**src/hw/rtl/padt_pkg.sv**
```systemverilog
package padt_pkg;

  // Table geometry
  localparam int unsigned SlotsDef = 8;

  // Field and port widths
  localparam int unsigned SeqW     = 16;
  localparam int unsigned AgeW     = 8;
  localparam int unsigned UnitsW   = 8;
  localparam int unsigned InDataW  = 24;
  localparam int unsigned InUserW  = 2;
  localparam int unsigned OutDataW = 32;
  localparam int unsigned OutUserW = 3;
  localparam int unsigned CfgIdxW  = 1;
  localparam int unsigned CfgDataW = 8;

  // Register reset values and limits
  localparam logic [AgeW-1:0] WindowRst = 8'd120;
  localparam logic [AgeW-1:0] SpinupRst = 8'd20;
  localparam logic [AgeW-1:0] AgeMax    = 8'd255;

  // Register indexes on the configuration port
  localparam logic [CfgIdxW-1:0] RegAckWindow = 1'b0;
  localparam logic [CfgIdxW-1:0] RegSpinup    = 1'b1;

  typedef enum logic [InUserW-1:0] {
    CMD_TICK  = 2'd0,
    CMD_EVENT = 2'd1,
    CMD_ACK   = 2'd2
  } cmd_e;

  // Command code that the block drops without a result
  localparam logic [InUserW-1:0] CmdUnused = 2'd3;

  typedef enum logic [OutUserW-1:0] {
    KIND_TICK   = 3'd0,
    KIND_EVENT  = 3'd1,
    KIND_TAP    = 3'd2,
    KIND_LATE   = 3'd3,
    KIND_SILENT = 3'd4,
    KIND_MISS   = 3'd5
  } kind_e;

  // One table entry as held in the slot memory
  typedef struct packed {
    logic [SeqW-1:0] seq;
    logic            remote;
    logic [AgeW-1:0] age;
  } slot_t;

endpackage

```
**src/hw/rtl/pending_ack_deadline_table_unit.sv**
```systemverilog
// Pending-acknowledgement table: each input word is a command (tuser) that ages the table
// (tick), registers a new event under the next 16-bit sequence number (filling the first free
// slot or evicting the oldest one), or retires an acknowledged sequence number and sizes a
// haptic tap from the time left in the window after motor spin-up. Every tick, event and ack
// gives exactly one output word; command code 3 is dropped with no output. The block takes one
// command at a time: a single slot-memory read port and one age/compare unit walk the slots in
// order, one slot per cycle. A tick or an unmatched ack walks every slot, an event walks every
// slot and then writes the chosen one, and a matched ack stops at the matching slot. The next
// command is accepted as soon as the result sits in the output register. Configuration writes
// (window, spin-up) must only be issued while the block is idle.
module pending_ack_deadline_table_unit #(
  parameter int unsigned SLOTS = padt_pkg::SlotsDef
) (
  input  logic                           clk_i,
  input  logic                           rst_ni,
  // Command words
  input  logic                           s_axis_tvalid_i,
  output logic                           s_axis_tready_o,
  input  logic [padt_pkg::InDataW-1:0]   s_axis_tdata_i,   // remote, ack_seq[15:0], ack_silent
  input  logic [padt_pkg::InUserW-1:0]   s_axis_tuser_i,   // command
  // Result words
  output logic                           m_axis_tvalid_o,
  input  logic                           m_axis_tready_i,
  output logic [padt_pkg::OutDataW-1:0]  m_axis_tdata_o,   // seq_out[15:0], evicted,
                                                           // tap_remote, tap_units[7:0]
  output logic [padt_pkg::OutUserW-1:0]  m_axis_tuser_o,   // result_kind
  // Configuration writes
  input  logic                           cfg_we_i,
  input  logic [padt_pkg::CfgIdxW-1:0]   cfg_idx_i,
  input  logic [padt_pkg::CfgDataW-1:0]  cfg_data_i
);

  localparam int unsigned IdxW = (SLOTS > 1) ? $clog2(SLOTS) : 1;
  localparam int unsigned CntW = $clog2(SLOTS + 1);
  localparam int unsigned SeqW = padt_pkg::SeqW;
  localparam int unsigned AgeW = padt_pkg::AgeW;
  localparam int unsigned RemW = AgeW + 2;

  typedef enum logic [3:0] {
    ST_IDLE = 4'b0001,
    ST_SCAN = 4'b0010,
    ST_EVWR = 4'b0100,
    ST_EMIT = 4'b1000
  } state_e;

  // Control state
  state_e                    state_q, state_d;
  logic [SLOTS-1:0]          valid_q, valid_d;
  logic [SeqW-1:0]           next_seq_q, next_seq_d;
  logic [CntW-1:0]           rd_q, rd_d;
  logic                      pv_q, pv_d;
  logic [IdxW-1:0]           pidx_q, pidx_d;
  logic                      free_q, free_d;
  logic [IdxW-1:0]           sel_q, sel_d;
  logic [IdxW-1:0]           old_idx_q, old_idx_d;
  logic [AgeW-1:0]           old_age_q, old_age_d;
  logic [AgeW-1:0]           window_q;
  logic [AgeW-1:0]           spinup_q;
  logic                      m_tvalid_q, m_tvalid_d;

  // Latched command word
  padt_pkg::cmd_e            cmd_q;
  logic                      remote_q;
  logic [SeqW-1:0]           aseq_q;
  logic                      silent_q;

  // Pending result and output register
  padt_pkg::kind_e           res_kind_q, res_kind_d;
  logic [SeqW-1:0]           res_seq_q, res_seq_d;
  logic                      res_ev_q, res_ev_d;
  logic                      res_rem_q, res_rem_d;
  logic [padt_pkg::UnitsW-1:0] res_units_q, res_units_d;
  logic [padt_pkg::OutDataW-1:0] m_tdata_q;
  logic [padt_pkg::OutUserW-1:0] m_tuser_q;

  // Slot memory
  padt_pkg::slot_t           slot_mem [SLOTS];
  padt_pkg::slot_t           ent_q;
  logic                      rd_en;
  logic [IdxW-1:0]           rd_addr;
  logic                      wr_en;
  logic [IdxW-1:0]           wr_addr;
  padt_pkg::slot_t           wr_data;

  // Shared age and budget unit
  logic [AgeW-1:0]           age_inc;
  logic signed [RemW-1:0]    remaining;
  logic [padt_pkg::UnitsW-1:0] units;

  logic                      in_acc;
  logic                      last_slot;
  logic                      emit_go;

  assign in_acc          = s_axis_tvalid_i && s_axis_tready_o;
  assign s_axis_tready_o = (state_q == ST_IDLE);
  assign last_slot       = (pidx_q == IdxW'(SLOTS - 1));
  assign emit_go         = (state_q == ST_EMIT) && (!m_tvalid_q || m_axis_tready_i);

  assign age_inc   = (ent_q.age == padt_pkg::AgeMax) ? padt_pkg::AgeMax : ent_q.age + 8'd1;
  assign remaining = $signed({2'b00, window_q}) - $signed({2'b00, ent_q.age})
                   - $signed({2'b00, spinup_q});
  assign units     = (remaining[RemW-1:2] == '0) ? 8'd1 : remaining[RemW-1:2];

  // Sequencer
  always_comb begin
    state_d     = state_q;
    valid_d     = valid_q;
    next_seq_d  = next_seq_q;
    rd_d        = rd_q;
    pv_d        = 1'b0;
    pidx_d      = pidx_q;
    free_d      = free_q;
    sel_d       = sel_q;
    old_idx_d   = old_idx_q;
    old_age_d   = old_age_q;
    res_kind_d  = res_kind_q;
    res_seq_d   = res_seq_q;
    res_ev_d    = res_ev_q;
    res_rem_d   = res_rem_q;
    res_units_d = res_units_q;
    rd_en       = 1'b0;
    rd_addr     = rd_q[IdxW-1:0];
    wr_en       = 1'b0;
    wr_addr     = pidx_q;
    wr_data     = ent_q;

    unique case (state_q)
      ST_IDLE: begin
        // Start a scan; drop the unused command code
        if (in_acc && (s_axis_tuser_i == padt_pkg::CMD_TICK
                       || s_axis_tuser_i == padt_pkg::CMD_EVENT
                       || s_axis_tuser_i == padt_pkg::CMD_ACK)) begin
          state_d   = ST_SCAN;
          rd_d      = '0;
          free_d    = 1'b0;
          old_idx_d = '0;
          old_age_d = '0;
        end
      end

      ST_SCAN: begin
        // Issue the read of the next slot
        if (rd_q < CntW'(SLOTS)) begin
          rd_en  = 1'b1;
          rd_d   = rd_q + 1'b1;
          pv_d   = 1'b1;
          pidx_d = rd_q[IdxW-1:0];
        end
        // Work on the slot read in the previous cycle
        if (pv_q) begin
          unique case (cmd_q)
            padt_pkg::CMD_TICK: begin
              if (valid_q[pidx_q]) begin
                wr_en       = 1'b1;
                wr_data.age = age_inc;
                if (age_inc >= window_q) valid_d[pidx_q] = 1'b0;
              end
              if (last_slot) begin
                state_d     = ST_EMIT;
                res_kind_d  = padt_pkg::KIND_TICK;
                res_seq_d   = '0;
                res_ev_d    = 1'b0;
                res_rem_d   = 1'b0;
                res_units_d = '0;
              end
            end
            padt_pkg::CMD_EVENT: begin
              if (!free_q) begin
                if (!valid_q[pidx_q]) begin
                  free_d = 1'b1;
                  sel_d  = pidx_q;
                end else if (ent_q.age > old_age_q) begin
                  old_idx_d = pidx_q;
                  old_age_d = ent_q.age;
                end
              end
              if (last_slot) state_d = ST_EVWR;
            end
            padt_pkg::CMD_ACK: begin
              res_seq_d   = '0;
              res_ev_d    = 1'b0;
              res_rem_d   = 1'b0;
              res_units_d = '0;
              if (valid_q[pidx_q] && ent_q.seq == aseq_q) begin
                // Retire the matching entry and size the tap
                valid_d[pidx_q] = 1'b0;
                state_d         = ST_EMIT;
                pv_d            = 1'b0;
                if (ent_q.age >= window_q) begin
                  res_kind_d = padt_pkg::KIND_MISS;
                end else if (silent_q) begin
                  res_kind_d = padt_pkg::KIND_SILENT;
                end else if (remaining <= 0) begin
                  res_kind_d = padt_pkg::KIND_LATE;
                end else begin
                  res_kind_d  = padt_pkg::KIND_TAP;
                  res_rem_d   = ent_q.remote;
                  res_units_d = units;
                end
              end else if (last_slot) begin
                state_d    = ST_EMIT;
                res_kind_d = padt_pkg::KIND_MISS;
              end
            end
            default: begin
              state_d = ST_IDLE;
            end
          endcase
        end
      end

      ST_EVWR: begin
        // Fill the first free slot, else evict the oldest
        wr_en          = 1'b1;
        wr_addr        = free_q ? sel_q : old_idx_q;
        wr_data.seq    = next_seq_q;
        wr_data.remote = remote_q;
        wr_data.age    = '0;
        valid_d[wr_addr] = 1'b1;
        next_seq_d     = next_seq_q + 1'b1;
        res_kind_d     = padt_pkg::KIND_EVENT;
        res_seq_d      = next_seq_q;
        res_ev_d       = !free_q;
        res_rem_d      = 1'b0;
        res_units_d    = '0;
        state_d        = ST_EMIT;
      end

      ST_EMIT: begin
        // Hand the result over once the output register is free
        if (emit_go) state_d = ST_IDLE;
      end

      default: begin
        state_d = ST_IDLE;
      end
    endcase
  end

  // Output register
  always_comb begin
    m_tvalid_d = m_tvalid_q && !m_axis_tready_i;
    if (emit_go) m_tvalid_d = 1'b1;
  end

  always_ff @(posedge clk_i or negedge rst_ni) begin
    if (!rst_ni) begin
      state_q    <= ST_IDLE;
      valid_q    <= '0;
      next_seq_q <= '0;
      rd_q       <= '0;
      pv_q       <= 1'b0;
      free_q     <= 1'b0;
      window_q   <= padt_pkg::WindowRst;
      spinup_q   <= padt_pkg::SpinupRst;
      m_tvalid_q <= 1'b0;
    end else begin
      state_q    <= state_d;
      valid_q    <= valid_d;
      next_seq_q <= next_seq_d;
      rd_q       <= rd_d;
      pv_q       <= pv_d;
      free_q     <= free_d;
      m_tvalid_q <= m_tvalid_d;
      // Take configuration writes
      if (cfg_we_i) begin
        unique case (cfg_idx_i)
          padt_pkg::RegAckWindow: window_q <= cfg_data_i;
          padt_pkg::RegSpinup:    spinup_q <= cfg_data_i;
          default:                ;
        endcase
      end
    end
  end

  // Payload registers
  always_ff @(posedge clk_i) begin
    pidx_q      <= pidx_d;
    sel_q       <= sel_d;
    old_idx_q   <= old_idx_d;
    old_age_q   <= old_age_d;
    res_kind_q  <= res_kind_d;
    res_seq_q   <= res_seq_d;
    res_ev_q    <= res_ev_d;
    res_rem_q   <= res_rem_d;
    res_units_q <= res_units_d;
    if (in_acc) begin
      cmd_q    <= padt_pkg::cmd_e'(s_axis_tuser_i);
      remote_q <= s_axis_tdata_i[0];
      aseq_q   <= s_axis_tdata_i[SeqW:1];
      silent_q <= s_axis_tdata_i[SeqW+1];
    end
    if (emit_go) begin
      m_tuser_q <= res_kind_q;
      m_tdata_q <= {6'd0, res_units_q, res_rem_q, res_ev_q, res_seq_q};
    end
  end

  // Slot memory: one write and one registered read per cycle
  always_ff @(posedge clk_i) begin
    if (wr_en) slot_mem[wr_addr] <= wr_data;
    if (rd_en) ent_q <= slot_mem[rd_addr];
  end

  assign m_axis_tvalid_o = m_tvalid_q;
  assign m_axis_tdata_o  = m_tdata_q;
  assign m_axis_tuser_o  = m_tuser_q;

  // Checks
  a_pv_in_scan: assert property (@(posedge clk_i) disable iff (!rst_ni)
    pv_q |-> state_q == ST_SCAN)
    else $error("slot in flight outside a scan");

  a_rd_bound: assert property (@(posedge clk_i) disable iff (!rst_ni)
    rd_q <= CntW'(SLOTS))
    else $error("read counter past the table");

  a_start_scan: assert property (@(posedge clk_i) disable iff (!rst_ni)
    (in_acc && s_axis_tuser_i != padt_pkg::CmdUnused) |=> state_q == ST_SCAN)
    else $error("accepted command did not start a scan");

  a_no_units: assert property (@(posedge clk_i) disable iff (!rst_ni)
    (m_tvalid_q && m_tuser_q != padt_pkg::KIND_TAP) |-> m_tdata_q[25:18] == '0)
    else $error("tap length on a result without a tap");

  a_tap_nonzero: assert property (@(posedge clk_i) disable iff (!rst_ni)
    (m_tvalid_q && m_tuser_q == padt_pkg::KIND_TAP) |-> m_tdata_q[25:18] != '0)
    else $error("tap with zero length");

endmodule

```
**config.mk**
```make
export PLATFORM = sky130hd
export DESIGN_NAME = pending_ack_deadline_table_unit
export DESIGN_NICKNAME = d
export VERILOG_FILES = /design/src/hw/rtl/padt_pkg.sv /design/src/hw/rtl/pending_ack_deadline_table_unit.sv
export SDC_FILE = /design/constraint.sdc
export NUM_CORES = 1
export LEC_CHECK = 0
export BUFFER_PORTS_ARGS = -buffer_cell sky130_fd_sc_hd__buf_2
export CORE_UTILIZATION = 57
export CTS_BUF_LIST = sky130_fd_sc_hd__clkbuf_4 sky130_fd_sc_hd__clkbuf_8
export DETAILED_ROUTE_END_ITERATION = 8
export GPL_ROUTABILITY_DRIVEN = 1
export PLACE_DENSITY = 0.82
export SYNTH_ARGS = -nofsm -noshare
export SYNTH_HDL_FRONTEND = slang
export SYNTH_SLANG_ARGS = --single-unit
export TNS_END_PERCENT = 10
```
**constraint.sdc**
```tcl
create_clock -name clk_i -period 3.5 [get_ports clk_i]
set_clock_uncertainty 0.2 [all_clocks]
set_input_delay 0.7 -clock clk_i [delete_from_list [all_inputs] [get_ports clk_i]]
set_output_delay 0.7 -clock clk_i [all_outputs]
set_load 0.03 [all_outputs]
```
==> results of run 1 <==
## registers in the layout (all words and copies together) (netlist names), 2 cells and up
register        flops
slot_mem          200
m_axis_tdata_o     26
ent_q              25
aseq_q             16
next_seq_q         16
res_seq_q          16
old_age_q           8
res_units_q         8
spinup_q            8
valid_q             8
window_q            8
rd_q                4
state_q             4
m_axis_tuser_o      3
old_idx_q           3
pidx_q              3
res_kind_q          3
sel_q               3
cmd_q               2
## critical path: stages, from the launching register on
cell and delay, ps:
edfxtp_1 410, ha_2 220, fa_2 390, nor2b_4 140, o21a_1 120, nor2_1 50, xnor2_1 140, ha_2 420
o21a_1 180, o31ai_2 90, buf_4 150, a211oi_2 220, and2_1 210, nand4_1 190, nor4b_4 190
## cells in the mapped netlist, drive strengths merged, types with 18 or more instances
library cell	number
xnor2	21
mux4	50
ha	35
a21oi	18
o21ai	28
a21o	26
edfxtp	320
nand2	58
mux2	37
and2	21
inv	40
dfrtp	44
clkbuf	25
xor2	21
nor2	65
## report_power, final
group | switching (mW) | internal (mW)
registers | 0.314 | 5.36
clock network | 1.59 | 1.87
logic | 1.87 | 1.67
## per-stage QoR
| step | utilization (%) | total power, mW |
|---|---|---|
| 6_report | 67.52 | 12.68 |
| 3_5_place_dp | 62.83 | 8.949 |
| 2_1_floorplan | - | 7.890 |
| 4_1_cts | 67.25 | 12.60 |
| 5_1_grt | 67.52 | 13.26 |
| 3_3_place_gp | 62.83 | 8.855 |
## worst max-delay path by stage
| stage | end | slack (ps) | cells after the start |
|---|---|---|---|
| after global placement | res_rem_q$_SDFFCE_PP0P_ | -50 | 13 |
| after CTS | res_kind_q[0]$_SDFFCE_PP1P_ | 9 | 15 |
| after detailed placement | res_rem_q$_SDFFCE_PP0P_ | -160 | 13 |
| after floorplan | res_rem_q$_SDFFCE_PP0P_ | 10 | 15 |
| after global routing | res_kind_q[0]$_SDFFCE_PP1P_ | -200 | 15 |
| final | res_rem_q$_SDFFCE_PP0P_ | -90 | 14 |
## kinds of logic after synthesis
| family | count (synthesis) |
|---|---|
| simple gates | 234 |
| flops | 371 |
| fa+ha+maj | 37 |
| compound gates | 131 |
| xor+xnor | 42 |
| buf+inv | 82 |
| mux | 93 |
| other cells | 1 |
## final cells by class
type / instances / area (um2)
Timing Repair Buffer: 124 / 895.9
Tap cell: 372 / 465.4
Clock buffer: 76 / 927.1
Clock inverter: 23 / 173.9
Fill cell: 1691 / 8803
Multi-Input combinational cell: 544 / 4786
Inverter: 40 / 150.1
Sequential cell: 371 / 10900
## routing by layer
metal / global-route usage [%] / up-vias / routed length [um]
met1: 30.83 / 4478 / 13100
met5: 0 / - / 0
met3: 4.513 / 66 / 2227
met4: 6.640 / 0 / 650
met2: 37.80 / 382 / 15460
li1: - / 4090 / -
## what timing repair did
item	in CTS	in global routing
resized for setup	15	13
pin swaps	5	10
buffers inserted	4	1
cloned	0	0
setup endpoints to repair	9	9
==> flow_metrics.py, run 1 <==
metrics = {
    "outcome": {
        "status": "complete, but fails checks",
        "violations": "setup timing",
    },
    "setup_path": {
        "r2r_slack_ps": -90,
        "start_kind": "flip-flop",
        "r2r_cells": 14,
        "rr_endpoint": "res_rem_q$_SDFFCE_PP0P_",
        "worstReg2RegStart": "ent_q[0]$_DFFE_PP_",
        "cp.arrival_ps": 3700,
        "cp_max_fo": 8,
        "crit_required_ps": 3620,
        "crit_path_start": "ent_q[0]$_DFFE_PP_",
        "end_kind": "flip-flop",
        "setup.worst_path.class": "reg2reg",
    },
    "timing": {
        "finalCritPeriodShare_pct": 102.5,
        "hold_violations": 0,
        "finalSetupViolCount": 2,
        "maxSlewViolCount": 0,
        "holdWs_ps": 34.94,
        "setup_tns_ps": -169.4,
        "post-route-min-period_ps": 3587,
        "maxSlewHeadroom_pct": 33.51,
        "worst_slack_ps": -86.99,
        "worst_pin_slew_ps": 988.9,
        "grt_setup_unrepaired": "true",
        "clock.fmax_mhz": 278.8,
    },
    "synth": {
        "synth_compound_area_share_pct": 5.771,
        "synth_top_family_by_area": "multiplexers",
        "seq_area_frac_synth_pct": 68.74,
        "async_flop_share_pct": 13.75,
        "ys_seq_elements": 371,
        "synth_simple_gate_area_share_pct": 7.800,
        "netlist.area_leader.share_pct": 60.63,
        "mappedNetlistArea_mm2": 0.01585,
        "synthXorXnorAreaFrac_pct": 2.321,
        "synth-edff-count": 320,
        "muxShareOfSynthArea_pct": 10.11,
        "yosys.area_share.adder_pct": 3.016,
        "dominantRegCellSynth": "edfxtp_1",
        "synth_top_area_cell": "edfxtp_1",
        "synth_cells": 991,
        "synth_warnings": 0,
        "synth_cell_type_count": 71,
        "synth_area_leaders": "edfxtp_1, mux4_2, dfrtp_1",
        "syn_area_per_cell_um2": 15.99,
    },
    "clock_tree": {
        "cts_tree": "done",
        "clk_pin_slew_ps": 60,
        "htree_levels": 2,
        "numCtsBuffers": 54,
        "hold_buffers": 0,
        "cts_buffer_depth": 3,
        "clock_latency_ps": 610,
        "clockRootBuffer": "clkbuf_8",
        "cts.sinks": 371,
    },
    "grt": {
        "grtUsageTotal_pct": 22.78,
        "grt_pass1_vias": 9185,
        "grt-ovfl-total": 0,
        "grt_pass1_wl_um": 49230,
        "antenna_found_initial": 0,
        "grt_max_degree": 37,
    },
    "place": {
        "io_buffer_count": 64,
        "dpl.hpwl_um": 20070,
        "dp_cells": 1446,
        "placed_cell_area_mm2": 0.01703,
        "dp_slack_ps": -162.3,
        "gp_congestion": 0.9075,
    },
    "die": {
        "ios": 77,
        "die_w_um": 168.7,
        "std_cell_rows": 60,
        "start_util_pct": 58.48,
        "chipHeight_um": 168.7,
        "core_mm2": 0.02710,
        "die-area_mm2": 0.02847,
    },
    "drt": {
        "route.antenna.remaining_nets": 0,
        "drc_errors": 0,
        "drtPass1Iterations": 7,
        "drt_first_iter_violations": 947,
        "wirelength_um": 31440,
        "vias": 9016,
        "routed_via_density": 5.817,
        "wl_per_cell_um": 20.28,
    },
    "final_layout": {
        "final_cell_mix": "edfxtp_1, buf_2, nand2_1",
        "num_antenna_cells": 0,
        "drive_gt1_share_pct": 29.71,
        "nets": 1212,
        "final_common_cell": "edfxtp_1",
        "fin_cells": 1550,
        "area_delta_synth_final_pct": 15.46,
        "design_area_mm2": 0.01830,
    },
    "power": {
        "ir_worst_vdd_mv": 0.3167,
        "power.density_mw_per_mm2": 692.9,
        "leakagePower_nw": 6.683,
    },
    "run": {
        "drv_cap": 0,
    },
    "hold_path": {
        "hold_class": "in2async",
    },
}
No activity file was read; power rests on OpenSTA's default activity.
==> run 2: changes to the inputs <==
--- a/config.mk
+++ b/config.mk
@@ -6,11 +6,11 @@
 export NUM_CORES = 1
 export LEC_CHECK = 0
 export BUFFER_PORTS_ARGS = -buffer_cell sky130_fd_sc_hd__buf_2
-export CORE_UTILIZATION = 57
+export CORE_UTILIZATION = 43
 export CTS_BUF_LIST = sky130_fd_sc_hd__clkbuf_4 sky130_fd_sc_hd__clkbuf_8
 export DETAILED_ROUTE_END_ITERATION = 8
 export GPL_ROUTABILITY_DRIVEN = 1
-export PLACE_DENSITY = 0.82
+export PLACE_DENSITY = 0.66
 export SYNTH_ARGS = -nofsm -noshare
 export SYNTH_HDL_FRONTEND = slang
 export SYNTH_SLANG_ARGS = --single-unit
==> run 2 against run 1 <==
The run now ends clean. Highest routed layer unchanged. Die area up 32%. Sequential power about the same. Global-route usage down 5.3 points. Critical path depth up 1. Via count down 2.1%. Cell count up 7.0%. Setup slack better by 130 ps. Non-clock buffer count up 14. Utilization down 16 points. Critical path type unchanged.
==> flow_metrics.py, run 2 (same netlist as run 1, synthesis figures left out) <==
metrics = {
    "die": {
        "die_w_um": 194.0,
        "die-area_mm2": 0.03763,
        "core_mm2": 0.03591,
        "start_util_pct": 44.13,
        "ios": 77,
        "chipHeight_um": 194.0,
        "std_cell_rows": 69,
    },
    "place": {
        "io_buffer_count": 64,
        "placed_cell_area_mm2": 0.01723,
        "gp_congestion": 0.8575,
        "dpl.hpwl_um": 20670,
    },
    "timing": {
        "grt_setup_unrepaired": "true",
        "maxSlewHeadroom_pct": 34.45,
        "hold_violations": 0,
        "finalCritPeriodShare_pct": 98.70,
        "clock.fmax_mhz": 289.5,
        "maxSlewViolCount": 0,
        "post-route-min-period_ps": 3454,
        "finalSetupViolCount": 0,
        "worst_pin_slew_ps": 974.9,
    },
    "drt": {
        "wl_per_cell_um": 19.41,
        "top_layer": "met4",
        "routed-wl-met2_um": 15280,
        "drtPass1Iterations": 5,
        "wl_met1_um": 14420,
        "route.antenna.remaining_nets": 0,
        "vias": 8831,
        "wirelength_um": 32200,
        "drt_first_iter_violations": 556,
        "routed_via_density": 5.323,
        "drc_errors": 0,
        "wl_met3_um": 1775,
    },
    "grt": {
        "grt_pass1_wl_um": 50560,
        "grt_max_degree": 34,
        "antenna_found_initial": 0,
        "grtUsageTotal_pct": 17.46,
        "grt_pass1_vias": 9091,
        "grt-ovfl-total": 0,
    },
    "clock_tree": {
        "htree_levels": 2,
        "numCtsBuffers": 56,
        "clock_latency_ps": 620,
        "cts_tree": "done",
        "clk_pin_slew_ps": 60,
        "cts.sinks": 371,
        "clockRootBuffer": "clkbuf_8",
        "cts_buffer_depth": 3,
    },
    "final_layout": {
        "nets": 1228,
        "final_common_cell": "edfxtp_1",
        "post-route-util_pct": 51.75,
        "top_register": "slot_mem",
        "final_cell_mix": "edfxtp_1, buf_2, buf_4",
        "design_area_mm2": 0.01859,
        "num_antenna_cells": 0,
        "drive_gt1_share_pct": 31.47,
        "area_delta_synth_final_pct": 17.27,
        "num-fill-cells": 2946,
        "largest_reg_flops": 200,
    },
    "power": {
        "ir_worst_vdd_mv": 0.2267,
        "total_power_mw": 12.77,
        "power.density_mw_per_mm2": 687.2,
        "leakagePower_nw": 6.785,
    },
    "setup_path": {
        "cp_max_fo": 6,
        "setup.worst_path.class": "reg2reg",
        "slowest_stage": "edfxtp_1",
        "cp.arrival_ps": 3720,
        "crit_top_cell": "ha_4",
        "start_kind": "flip-flop",
        "crit_required_ps": 3770,
        "crit_chain": "ha_4 -> fa_2 -> nor2b_4 -> o2111ai_2 -> nand2_1 -> nor2_2 -> xnor2_2 -> ha_4 -> o21a_1 -> o21ai_1 -> a32oi_1 -> nor4bb_4 -> nand4_1 -> buf_4 -> a21oi_2",
        "max_stage_delay_ps": 440,
        "end_kind": "flip-flop",
    },
    "run": {
        "drv_cap": 0,
    },
    "outcome": {
        "status": "finished clean",
    },
    "hold_path": {
        "hold_class": "in2reg",
    },
}
run 2: changes by cell type in the layout (fill, tap and decap cells not counted), sizes merged:
cell and delta:
buf +13, clkinv +8, dlygate4sd3 +1, bufinv -1, inv -1
run 2: final timing paths:
| check | endpoint | cells after the start | startpoint | slack, ps |
|---|---|---|---|---|
| setup / recovery | res_kind_q[0]$_SDFFCE_PP1P_ | 15 | ent_q[0]$_DFFE_PP_ | 50 |
| hold / removal | aseq_q[6]$_DFFE_PP_ | 1 | s_axis_tdata_i[7] | 60 |
| setup reg to reg | res_kind_q[0]$_SDFFCE_PP1P_ | 15 | ent_q[0]$_DFFE_PP_ | 50 |
| hold reg to reg | m_axis_tdata_o[12]$_DFFE_PP_ | 0 | res_seq_q[12]$_SDFFCE_PN0P_ | 210 |
| max in group asynchronous | next_seq_q[4]$_DFFE_PN0P_ | 3 | rst_ni | 1840 |
| min in group asynchronous | window_q[0]$_DFFE_PN0P_ | 2 | rst_ni | 530 |
run 2: worst max-delay path: cells and delay by family, from the launching register on:
kind	cells	cell delay (ps)
adders and majority gates	3	890
AOI/OAI and AO/OA	5	750
and+or+nand+nor	5	720
DFF	1	440
buffers and inverters	1	170
xor gates and xnor gates	1	150
run 2: repair_timing:
item / 4_1_cts / 5_1_grt
buffers inserted: 0 / 4
cloned: 0 / 0
hold buffers: 1 / 0
pin swaps: 1 / 14
endpoints found under the setup margin: 5 / 9
hold endpoints to repair: 24 / 0
resized for setup: 6 / 35
run 2: area by class of cell:
type / instances / area, um2 / area share (%)
Sequential cell: 371 / 10900 / 58.65
Multi-Input combinational cell: 544 / 4862 / 26.16
Timing Repair Buffer: 138 / 991.0 / 5.332
Clock buffer: 76 / 939.7 / 5.056
Tap cell: 461 / 576.8 / 3.104
Clock inverter: 29 / 165.2 / 0.8886
Inverter: 40 / 150.1 / 0.8079
run 2: metal layers:
layer  vias up  GRT usage, %
met5         -             0
met4         0         5.703
met3        62         3.496
met2       270         28.23
met1      4380         23.73
li1       4119             -
run 2: stage by stage:
| step | setup TNS, ps | cells | hold WS, ps | worst slack (ps) |
|---|---|---|---|---|
| after global routing | -461.2 | 1659 | 21.49 | -199.6 |
| after detailed placement | -250.6 | 1549 | 204.5 | -109.1 |
| after CTS | -37.94 | 1655 | 18.73 | -13.93 |
| after global placement | -78.14 | 1549 | 200.6 | -58.08 |
| final | 0 | 1659 | 59.53 | 45.58 |
| after floorplan | 0 | 997 | 200.3 | 12.13 |
run 2: report_power, final:
part / switching [mW] / internal [mW]
registers: 0.305 / 5.37
clock network: 1.62 / 1.83
logic: 1.87 / 1.78
total: 3.80 / 8.98
